File: src/sv/stream_pattern_replace_core_assert.svh
// Assertion macros shared by the stream pattern replace modules.
`ifndef STREAM_PATTERN_REPLACE_CORE_ASSERT_SVH
`define STREAM_PATTERN_REPLACE_CORE_ASSERT_SVH

// Same-cycle implication, checked out of reset.
`define SPR_ASSERT_NOW(label, ante, cons, msg) \
    label: assert property (@(posedge clk) disable iff (!rst_n) (ante) |-> (cons)) \
        else $error(msg);

// Next-cycle implication, checked out of reset.
`define SPR_ASSERT_NEXT(label, ante, cons, msg) \
    label: assert property (@(posedge clk) disable iff (!rst_n) (ante) |=> (cons)) \
        else $error(msg);

`endif

File: src/sv/spr_pkg.sv
// Package with types, constants and helpers for the stream pattern replace block.
`default_nettype none

package spr_pkg;

    // Width of the length registers and of all byte counts.
    localparam int LEN_W = 4;
    // Width of the configuration data bus and of the byte registers.
    localparam int DATA_W = 64;
    // Configuration address width: four registers on an 8-byte stride.
    localparam int ADDR_W = 5;

    // Default limits on pattern and replacement length.
    localparam int MAX_PATTERN_DEF     = 8;
    localparam int MAX_REPLACEMENT_DEF = 8;

    // Register indexes of the configuration port.
    typedef enum logic [1:0] {
        REG_PAT_LEN   = 2'd0,
        REG_PAT_BYTES = 2'd1,
        REG_REP_LEN   = 2'd2,
        REG_REP_BYTES = 2'd3
    } spr_reg_idx_t;

    // Effective configuration seen by the datapath.
    typedef struct packed {
        logic [LEN_W-1:0]  pat_len;
        logic [DATA_W-1:0] pat;
        logic [LEN_W-1:0]  rep_len;
        logic [DATA_W-1:0] rep;
    } spr_cfg_t;

    // Control of one load into the result serialiser.
    typedef struct packed {
        logic             load;
        logic [LEN_W-1:0] cnt;
        logic             last;
    } spr_ctl_t;

    // A zero length acts as one, a length above the limit acts as the limit.
    function automatic logic [LEN_W-1:0] clamp_len(input logic [LEN_W-1:0] v,
                                                   input logic [LEN_W-1:0] maxv);
        logic [LEN_W-1:0] r;
        if (v == '0)
            r = LEN_W'(1);
        else if (v > maxv)
            r = maxv;
        else
            r = v;
        return r;
    endfunction

endpackage

`default_nettype wire

File: src/sv/spr_regs.sv
// Configuration register file with its APB-style access port.
`default_nettype none

module spr_regs
    import spr_pkg::*;
#(
    parameter int MAX_PATTERN     = MAX_PATTERN_DEF,
    parameter int MAX_REPLACEMENT = MAX_REPLACEMENT_DEF
)
(
    input  wire logic              clk,
    input  wire logic              rst_n,
    input  wire logic              psel,
    input  wire logic              penable,
    input  wire logic              pwrite,
    input  wire logic [ADDR_W-1:0] paddr,
    input  wire logic [DATA_W-1:0] pwdata,
    output logic      [DATA_W-1:0] prdata,
    output logic                   pready,
    output spr_cfg_t               cfg,
    output logic                   win_clear
);

    logic [LEN_W-1:0]  pat_len_reg;
    logic [DATA_W-1:0] pat_reg;
    logic [LEN_W-1:0]  rep_len_reg;
    logic [DATA_W-1:0] rep_reg;
    logic              wr_en;
    spr_reg_idx_t      idx;

    assign pready = 1'b1;
    assign wr_en  = psel && penable && pwrite;
    assign idx    = spr_reg_idx_t'(paddr[ADDR_W-1:3]);

    // Register writes on the access cycle of a write transaction.
    always_ff @(posedge clk or negedge rst_n)
    begin
        if (!rst_n)
        begin
            pat_len_reg <= LEN_W'(1);
            pat_reg     <= '0;
            rep_len_reg <= LEN_W'(1);
            rep_reg     <= '0;
        end
        else if (wr_en)
        begin
            unique case (idx)
                REG_PAT_LEN:   pat_len_reg <= pwdata[LEN_W-1:0];
                REG_PAT_BYTES: pat_reg     <= pwdata;
                REG_REP_LEN:   rep_len_reg <= pwdata[LEN_W-1:0];
                REG_REP_BYTES: rep_reg     <= pwdata;
            endcase
        end
    end

    // A new pattern length drops whatever the window holds.
    assign win_clear = wr_en && (idx == REG_PAT_LEN);

    // Read-back of the stored values.
    always_comb
    begin
        unique case (idx)
            REG_PAT_LEN:   prdata = DATA_W'(pat_len_reg);
            REG_PAT_BYTES: prdata = pat_reg;
            REG_REP_LEN:   prdata = DATA_W'(rep_len_reg);
            REG_REP_BYTES: prdata = rep_reg;
        endcase
    end

    // Lengths as the datapath uses them.
    always_comb
    begin
        cfg.pat_len = clamp_len(pat_len_reg, LEN_W'(MAX_PATTERN));
        cfg.pat     = pat_reg;
        cfg.rep_len = clamp_len(rep_len_reg, LEN_W'(MAX_REPLACEMENT));
        cfg.rep     = rep_reg;
    end

endmodule

`default_nettype wire

File: src/sv/spr_window.sv
// Input register, lookahead window and per-byte match decision.
`default_nettype none
`include "stream_pattern_replace_core_assert.svh"

module spr_window
    import spr_pkg::*;
#(
    parameter int MAX_PATTERN     = MAX_PATTERN_DEF,
    parameter int MAX_REPLACEMENT = MAX_REPLACEMENT_DEF
)
(
    input  wire logic        clk,
    input  wire logic        rst_n,
    input  wire logic        in_valid,
    output logic             in_stall,
    input  wire logic [7:0]  in_byte,
    input  wire logic        in_last,
    input  wire spr_cfg_t    cfg,
    input  wire logic        win_clear,
    input  wire logic        burst_free,
    output spr_ctl_t         ctl,
    output logic [((MAX_PATTERN > MAX_REPLACEMENT) ? MAX_PATTERN : MAX_REPLACEMENT)*8-1:0]
                             res_bytes
);

    localparam int WD = MAX_PATTERN;
    localparam int BD = (MAX_PATTERN > MAX_REPLACEMENT) ? MAX_PATTERN : MAX_REPLACEMENT;

    logic             in_valid_reg;
    logic [7:0]       in_byte_reg;
    logic             in_last_reg;
    logic [7:0]       win_reg [WD];
    logic [7:0]       win_next [WD];
    logic [LEN_W-1:0] fill_reg;
    logic [LEN_W-1:0] fill_next;

    logic [7:0]       w [WD];
    logic [LEN_W-1:0] fill_c;
    logic [LEN_W-1:0] new_fill;
    logic [WD-1:0]    lane_ok;
    logic             full;
    logic             hit;
    logic             pop;
    logic             load;
    logic             accept;

    // The input register is passed on as soon as the serialiser can take its results.
    assign load     = in_valid_reg && burst_free;
    assign in_stall = in_valid_reg && !burst_free;
    assign accept   = in_valid && !in_stall;

    // Input register.
    always_ff @(posedge clk or negedge rst_n)
    begin
        if (!rst_n)
        begin
            in_valid_reg <= 1'b0;
        end
        else if (accept)
        begin
            in_valid_reg <= 1'b1;
        end
        else if (load)
        begin
            in_valid_reg <= 1'b0;
        end
    end

    always_ff @(posedge clk)
    begin
        if (accept)
        begin
            in_byte_reg <= in_byte;
            in_last_reg <= in_last;
        end
    end

    // Place the new byte behind the bytes already held.
    always_comb
    begin
        fill_c = (fill_reg >= LEN_W'(WD)) ? LEN_W'(WD - 1) : fill_reg;
        for (int i = 0; i < WD; i++)
        begin
            w[i] = (LEN_W'(i) == fill_c) ? in_byte_reg : win_reg[i];
        end
        new_fill = fill_c + LEN_W'(1);
    end

    // Parallel compare of every window lane against the pattern.
    always_comb
    begin
        for (int i = 0; i < WD; i++)
        begin
            lane_ok[i] = (LEN_W'(i) >= cfg.pat_len) || (w[i] == cfg.pat[8*i +: 8]);
        end
        full = (new_fill >= cfg.pat_len);
        hit  = full && (&lane_ok);
        pop  = full && !hit;
    end

    // Result bytes: the replacement on a match, otherwise the window in order.
    genvar g;
    generate
        for (g = 0; g < BD; g++)
        begin : g_res
            if (g < WD)
            begin : g_win
                assign res_bytes[8*g +: 8] = hit ? cfg.rep[8*g +: 8] : w[g];
            end
            else
            begin : g_rep
                assign res_bytes[8*g +: 8] = hit ? cfg.rep[8*g +: 8] : 8'h00;
            end
        end
    endgenerate

    // Result count and next window state.
    always_comb
    begin
        ctl.load = load;
        ctl.last = in_last_reg;
        priority if (hit)
            ctl.cnt = cfg.rep_len;
        else if (in_last_reg)
            ctl.cnt = new_fill;
        else if (full)
            ctl.cnt = LEN_W'(1);
        else
            ctl.cnt = '0;

        win_next = w;
        if (pop)
        begin
            for (int i = 0; i < WD - 1; i++)
            begin
                win_next[i] = w[i + 1];
            end
        end

        priority if (hit || in_last_reg)
            fill_next = '0;
        else if (pop)
            fill_next = new_fill - LEN_W'(1);
        else
            fill_next = new_fill;
    end

    // Window fill count.
    always_ff @(posedge clk or negedge rst_n)
    begin
        if (!rst_n)
        begin
            fill_reg <= '0;
        end
        else if (win_clear)
        begin
            fill_reg <= '0;
        end
        else if (load)
        begin
            fill_reg <= fill_next;
        end
    end

    // Window bytes; only entries below the fill count are ever used.
    always_ff @(posedge clk)
    begin
        if (load)
        begin
            win_reg <= win_next;
        end
    end

    `SPR_ASSERT_NOW(a_fill_below_len, 1'b1, fill_reg < cfg.pat_len, "window fill reached the pattern length")
    `SPR_ASSERT_NEXT(a_last_empties, load && in_last_reg, fill_reg == '0, "window not empty after the final byte")

endmodule

`default_nettype wire

File: src/sv/spr_burst.sv
// Result serialiser that hands out the bytes of one step, one per cycle while the output is not stalled.
`default_nettype none
`include "stream_pattern_replace_core_assert.svh"

module spr_burst
    import spr_pkg::*;
#(
    parameter int BURST_DEPTH = MAX_PATTERN_DEF
)
(
    input  wire logic                     clk,
    input  wire logic                     rst_n,
    input  wire spr_ctl_t                 ctl,
    input  wire logic [BURST_DEPTH*8-1:0] res_bytes,
    output logic                          burst_free,
    output logic                          out_valid,
    input  wire logic                     out_stall,
    output logic [7:0]                    out_byte,
    output logic                          run_last,
    output logic                          stream_end
);

    localparam int IW = (BURST_DEPTH > 1) ? $clog2(BURST_DEPTH) : 1;

    logic [BURST_DEPTH*8-1:0] bytes_reg;
    logic [IW-1:0]            idx_reg;
    logic [IW-1:0]            cnt_m1_reg;
    logic                     last_reg;
    logic                     valid_reg;
    logic                     take;
    logic                     final_byte;
    logic [LEN_W-1:0]         cnt_m1;

    assign final_byte = (idx_reg == cnt_m1_reg);
    assign take       = valid_reg && !out_stall;
    assign burst_free = !valid_reg || (take && final_byte);
    assign cnt_m1     = ctl.cnt - LEN_W'(1);

    // Burst control: a load with no results leaves the serialiser empty.
    always_ff @(posedge clk or negedge rst_n)
    begin
        if (!rst_n)
        begin
            valid_reg <= 1'b0;
            idx_reg   <= '0;
        end
        else if (ctl.load)
        begin
            valid_reg <= (ctl.cnt != '0);
            idx_reg   <= '0;
        end
        else if (take)
        begin
            if (final_byte)
                valid_reg <= 1'b0;
            else
                idx_reg <= idx_reg + IW'(1);
        end
    end

    // Burst payload.
    always_ff @(posedge clk)
    begin
        if (ctl.load)
        begin
            bytes_reg  <= res_bytes;
            cnt_m1_reg <= cnt_m1[IW-1:0];
            last_reg   <= ctl.last;
        end
    end

    // Current byte of the burst.
    always_comb
    begin
        out_byte = 8'h00;
        for (int i = 0; i < BURST_DEPTH; i++)
        begin
            if (idx_reg == IW'(i))
                out_byte = bytes_reg[8*i +: 8];
        end
    end

    assign out_valid  = valid_reg;
    assign run_last   = final_byte;
    assign stream_end = final_byte && last_reg;

    `SPR_ASSERT_NOW(a_idx_in_range, valid_reg, idx_reg <= cnt_m1_reg, "burst index beyond its count")
    `SPR_ASSERT_NEXT(a_burst_holds, take && !final_byte, valid_reg && (idx_reg == $past(idx_reg) + IW'(1)), "burst lost before its final byte")

endmodule

`default_nettype wire

File: src/sv/stream_pattern_replace_core.sv
// Top level of the stream pattern replace block.
// Byte-stream search and replace: each non-overlapping occurrence of the
// configured pattern, leftmost first, is replaced by the configured
// replacement and other bytes pass through. One byte is taken per cycle while
// each byte yields at most one result and the output is not stalled; a byte
// that completes a match or ends the stream yields up to the larger of
// MAX_PATTERN and MAX_REPLACEMENT results, which leave through the result
// serialiser one per cycle while the output is not stalled. A byte's first
// result leaves after the input register and then the serialiser. While a
// burst waits at the output the input register can still take one byte;
// further bytes are stalled until the final byte of the burst has been accepted.
`default_nettype none

module stream_pattern_replace_core
    import spr_pkg::*;
#(
    parameter int MAX_PATTERN     = MAX_PATTERN_DEF,
    parameter int MAX_REPLACEMENT = MAX_REPLACEMENT_DEF
)
(
    input  wire logic              clk,
    input  wire logic              rst_n,
    input  wire logic              in_valid,
    output logic                   in_stall,
    input  wire logic [7:0]        in_byte,
    input  wire logic              in_last,
    output logic                   out_valid,
    input  wire logic              out_stall,
    output logic [7:0]             out_byte,
    output logic                   run_last,
    output logic                   stream_end,
    input  wire logic              psel,
    input  wire logic              penable,
    input  wire logic              pwrite,
    input  wire logic [ADDR_W-1:0] paddr,
    input  wire logic [DATA_W-1:0] pwdata,
    output logic      [DATA_W-1:0] prdata,
    output logic                   pready
);

    localparam int BD = (MAX_PATTERN > MAX_REPLACEMENT) ? MAX_PATTERN : MAX_REPLACEMENT;

    spr_cfg_t        cfg;
    spr_ctl_t        ctl;
    logic            win_clear;
    logic            burst_free;
    logic [BD*8-1:0] res_bytes;

    // Configuration registers.
    spr_regs #(
        .MAX_PATTERN     (MAX_PATTERN),
        .MAX_REPLACEMENT (MAX_REPLACEMENT)
    ) u_regs (
        .clk       (clk),
        .rst_n     (rst_n),
        .psel      (psel),
        .penable   (penable),
        .pwrite    (pwrite),
        .paddr     (paddr),
        .pwdata    (pwdata),
        .prdata    (prdata),
        .pready    (pready),
        .cfg       (cfg),
        .win_clear (win_clear)
    );

    // Window and match decision.
    spr_window #(
        .MAX_PATTERN     (MAX_PATTERN),
        .MAX_REPLACEMENT (MAX_REPLACEMENT)
    ) u_window (
        .clk        (clk),
        .rst_n      (rst_n),
        .in_valid   (in_valid),
        .in_stall   (in_stall),
        .in_byte    (in_byte),
        .in_last    (in_last),
        .cfg        (cfg),
        .win_clear  (win_clear),
        .burst_free (burst_free),
        .ctl        (ctl),
        .res_bytes  (res_bytes)
    );

    // Result serialiser.
    spr_burst #(
        .BURST_DEPTH (BD)
    ) u_burst (
        .clk        (clk),
        .rst_n      (rst_n),
        .ctl        (ctl),
        .res_bytes  (res_bytes),
        .burst_free (burst_free),
        .out_valid  (out_valid),
        .out_stall  (out_stall),
        .out_byte   (out_byte),
        .run_last   (run_last),
        .stream_end (stream_end)
    );

endmodule

`default_nettype wire
File: config.mk
export PLATFORM = sky130hd
export DESIGN_NAME = stream_pattern_replace_core
export DESIGN_NICKNAME = d
export VERILOG_FILES = /design/src/sv/spr_pkg.sv /design/src/sv/spr_regs.sv /design/src/sv/spr_window.sv /design/src/sv/spr_burst.sv /design/src/sv/stream_pattern_replace_core.sv
export VERILOG_INCLUDE_DIRS = /design/src /design/src/sv
export SDC_FILE = /design/constraint.sdc
export NUM_CORES = 1
export LEC_CHECK = 0
export BUFFER_PORTS_ARGS = -buffer_cell sky130_fd_sc_hd__buf_2
export CORE_AREA = 2 2 193 195
export CTS_CLUSTER_SIZE = 28
export DETAILED_ROUTE_END_ITERATION = 10
export DIE_AREA = 0 0 195 197
export PLACE_DENSITY = 0.7
export SETUP_SLACK_MARGIN = 0.2
export SLEW_MARGIN = 20
export SYNTH_ARGS = -nofsm -noshare
export SYNTH_HDL_FRONTEND = slang
export SYNTH_HIERARCHICAL = 1
export SYNTH_SLANG_ARGS = --single-unit
File: constraint.sdc
create_clock -name clk -period 5 [get_ports clk]
set_clock_uncertainty 0.1 [all_clocks]
set_input_delay 0.25 -clock clk [delete_from_list [all_inputs] [get_ports clk]]
set_output_delay 0.25 -clock clk [all_outputs]
set_load 0.005 [all_outputs]
==> summary.md <==
| Metric | Value |
|---|---|
| Run status | finished clean |
| First-pass GRT wire length | 72.7 mm |
| Post-synth top area share | 0.263 |
| Placeable Area | 36,300 sq um |
| Leakage | 8.61 nW |
| Critical path startpoint category | flip-flop |
| Slew @ Worst Pin | 1030 ps |
| Max-cap violations | 0 |
| Slowest-stage cell, CP | dfrtp_1 |
| Longest Clk Path Bufs | 3 |
| Clk network pwr share | 0.192 |
| Worst path arrival time | 4810 ps |
| Mean Syn Cell Area | 11.9 sq um |
| Max incr delay on CP | 470 ps |
| Routed WL | 47.1 mm |
| Post-synth EDFFs | 141 |
| Ys flop type | dfrtp_1 |
| Die area | 38,400 sq um |
| Skew-Pair Late Insertion Delay | 580 ps |
| Final cell count without fillers | 2,090 |
| Combinational fraction of design power | 0.428 |
| Initial Util | 0.444 |
| FMAX | 217 MHz |
| Internal power | 7.30 mW |
| Share of layout cells above drive strength 1 | 0.273 |
| Area leader, netlist | edfxtp_1 |
| Nets@finish | 1,698 |
| Vias in the first global route | 12,028 |
| Cell Area, Synth | 16,100 sq um |
| Final Cell Area | 19,300 sq um |
| Worst Hold Class | in2reg |
| Fill cells | 3,183 |
| GPL Wtd Cong | 0.941 |
| Yosys cell types | 88 |
| Clk sinks | 286 |
| Gate Count Post-Synth | 1,352 |
| Final-report hold violation count | 0 |
| #FFs+latches synth | 286 |
| Largest cells by area after synthesis | edfxtp_1 (26%), dfrtp_1 (22%), mux2i_1 (12%) |
| Rows | 70 |
| Antenna diodes | 0 |
| CP max FO | 8 |
| Worst-path clk slew | 60 ps |
| Drt wl/cell | 22.5 microns |
| Via density | 5.69 |
| Sequential Power Share | 0.381 |
| Most Frequent Cell on Critical Path | buf_4 |
| DRC Markers | 0 |
| Relative slew slack | 0.314 |
| RSZ-0062 raised after global routing | false |
| Syn Nets | 1,452 |
| Setup CP Type | reg2reg |
| I/O pins | 162 |
| Gr usage total | 0.245 |
| Hold Worst Slack | 184 ps |
| Final setup fails | 0 |
| I/O Buffers | 157 |
| Final ANT Viol Nets | 0 |
| CTS buffer count | 31 |
| Largest net degree at the start of global routing | 78 |
| Root Buffer | clkbuf_16 |
| Die height | 197 microns |
| Net switching power | 4.60 mW |
| First DRT Iteration DRCs | 1,185 |
| Tcrit/Tclk final | 0.920 |
| TritonCTS clock tree | yes |
| Post-synthesis async set-or-reset flop share | 0.507 |
| Detailed Place HPWL | 33.4 mm |
| Initial antenna violation count | 0 |
| Net Sw Frac | 0.386 |
| Max Slew Vio Count | 0 |
| IR drop worst, VDD | 0.000340 V |
| CP required | 5220 ps |
| Area growth syn-to-layout | 19.6% |
| DR vias | 11,884 |
| Htree depth | 1 |
| Pwr dens | 618 nW/um^2 |
| Congestion Overflow GR | 0 |
| Ys Warns | 6 |
| R2R Setup Slk | 400 ps |
| Pre-Repair DR Iteration Count | 5 |
| Min Clock Period, post-route | 4600 ps |
| Crit path cell chain | or2_2, inv_1, ha_1, nor3b_1, buf_4, mux2i_1, buf_4, o2bb2ai_1, a2111oi_2, buf_4, and4_2, o2111ai_4, nor4_4, buf_6, nand2_1, o21ai_1, inv_1, ha_1, xor2_1 |
| Post-route setup TNS | 0 ps |
| CP Capture Type | flip-flop |
| Dpl cells | 1,953 |
| Post-synthesis sequential area ratio | 0.488 |
| Die Wd | 195 microns |
| Placed cell areas | 17,400 sq um |
-- placed cells by master, fill, tap and decap left out, types with 10 or more instances in the layout --
master / n
edfxtp_1: 141
xor2_1: 26
a22oi_1: 10
buf_2: 155
mux2_2: 78
mux2i_1: 192
o22ai_1: 26
mux2_4: 60
clkbuf_16: 31
dlygate4sd3_1: 77
o21ai_0: 18
nand2_1: 39
a221oi_1: 10
inv_1: 118
nor3_1: 18
xnor2_1: 21
dfrtp_1: 143
mux2_1: 10
a21oi_1: 44
buf_4: 57
nand2b_1: 13
nor2_1: 120
ha_1: 15
-- Yosys cell counts (all sizes together) (3+ instances only) --
cell type,n
a2111oi,3
a211oi,8
a21boi,3
a21o,7
a21oi,44
a221o,6
a221oi,10
a222oi,3
a22o,3
a22oi,10
a31oi,7
and2,4
buf,56
clkbuf,25
dfrtp,143
edfxtp,141
ha,15
inv,119
mux2,148
mux2i,197
mux4,4
nand2,39
nand2b,13
nand3,8
nand3b,3
nor2,120
nor2b,9
nor3,18
nor3b,8
nor4,9
o2111ai,5
o21a,3
o21ai,30
o221ai,7
o22ai,26
o2bb2ai,3
o32ai,3
o41ai,4
or2,4
or3b,3
xnor2,22
xor2,26
-- timing repair --
| item | CTS | global route |
|---|---|---|
| setup buffers | 0 | 3 |
| setup endpoints to repair | 0 | 15 |
| hold buffers | 77 | 0 |
| gates resized for setup | 0 | 12 |
| hold endpoints to repair | 292 | 0 |
-- critical path, delay by kind of cell, from the launching register on --
kind | cells | cell delay [ps]
buffers and inverters | 6 | 910
XOR/XNOR | 1 | 170
AND/OR/NAND/NOR | 5 | 1310
flip-flops | 1 | 470
multiplexers | 1 | 200
adder cells (fa/ha/maj) | 2 | 460
AO/OA/AOI/OAI | 4 | 700
-- metal layers --
layer	track usage	wire length, microns
met1	0.346	21100
met2	0.393	21600
met3	0.0306	2980
met4	0.0777	1380
met5	0	0
-- cell families (layout without fill, tap and decap cells) --
logic type | Yosys count | count (layout) | share of synthesized area
adder cells (fa/ha/maj) | 15 | 15 | 0.0116
multiplexers | 349 | 349 | 0.247
other | 1 | 1 | 0.000233
buffers and inverters | 202 | 472 | 0.0620
XOR/XNOR | 48 | 48 | 0.0266
flip-flops | 286 | 286 | 0.488
AO/OA/AOI/OAI | 204 | 204 | 0.0919
AND/OR/NAND/NOR | 247 | 247 | 0.0728
-- per-stage QoR --
step | utilization | worst slack, ps | total power, mW
final | 0.532 | 402 | 11.9
after global routing | 0.532 | 195 | 12.5
after CTS | 0.529 | 209 | 11.8
after detailed placement | 0.481 | 255 | 9.43
after global placement | 0.481 | 320 | 9.29
after floorplan | - | 471 | 7.59
-- power groups by stage --
stage | clock network, mW | registers (mW) | logic, mW
2_1_floorplan | 0 | 4.21 | 3.37
3_3_place_gp | 0 | 4.51 | 4.78
3_5_place_dp | 0 | 4.54 | 4.89
4_1_cts | 2.32 | 4.51 | 4.97
5_1_grt | 2.41 | 4.63 | 5.47
6_report | 2.28 | 4.53 | 5.09
-- worst paths after layout --
| check | startpoint | endpoint | cells after the start |
|---|---|---|---|
| setup / recovery | u_window/fill_reg[3] | u_burst/cnt_m1_reg[2] | 19 |
| hold / removal | paddr[3] | u_regs/rep_len_reg[1] | 3 |
| setup reg to reg | u_window/fill_reg[3] | u_burst/cnt_m1_reg[2] | 19 |
| hold reg to reg | u_window/fill_reg[0] | u_window/fill_reg[0] | 1 |
| max in group asynchronous | rst_n | u_regs/rep_reg[53] | 3 |
| min in group asynchronous | rst_n | u_regs/rep_reg[59] | 3 |
-- cell type report --
cell class | instances | area [sq um] | share of cell area
flip-flops and latches | 286 | 7870 | 0.408
multi-input cells | 864 | 7320 | 0.380
repair buffers | 294 | 2060 | 0.107
clock buffers | 39 | 846 | 0.0439
well taps | 468 | 586 | 0.0304
inverters | 121 | 454 | 0.0236
clock inverters | 18 | 148 | 0.00766
Note: power is estimated with default switching activity, not from simulation.
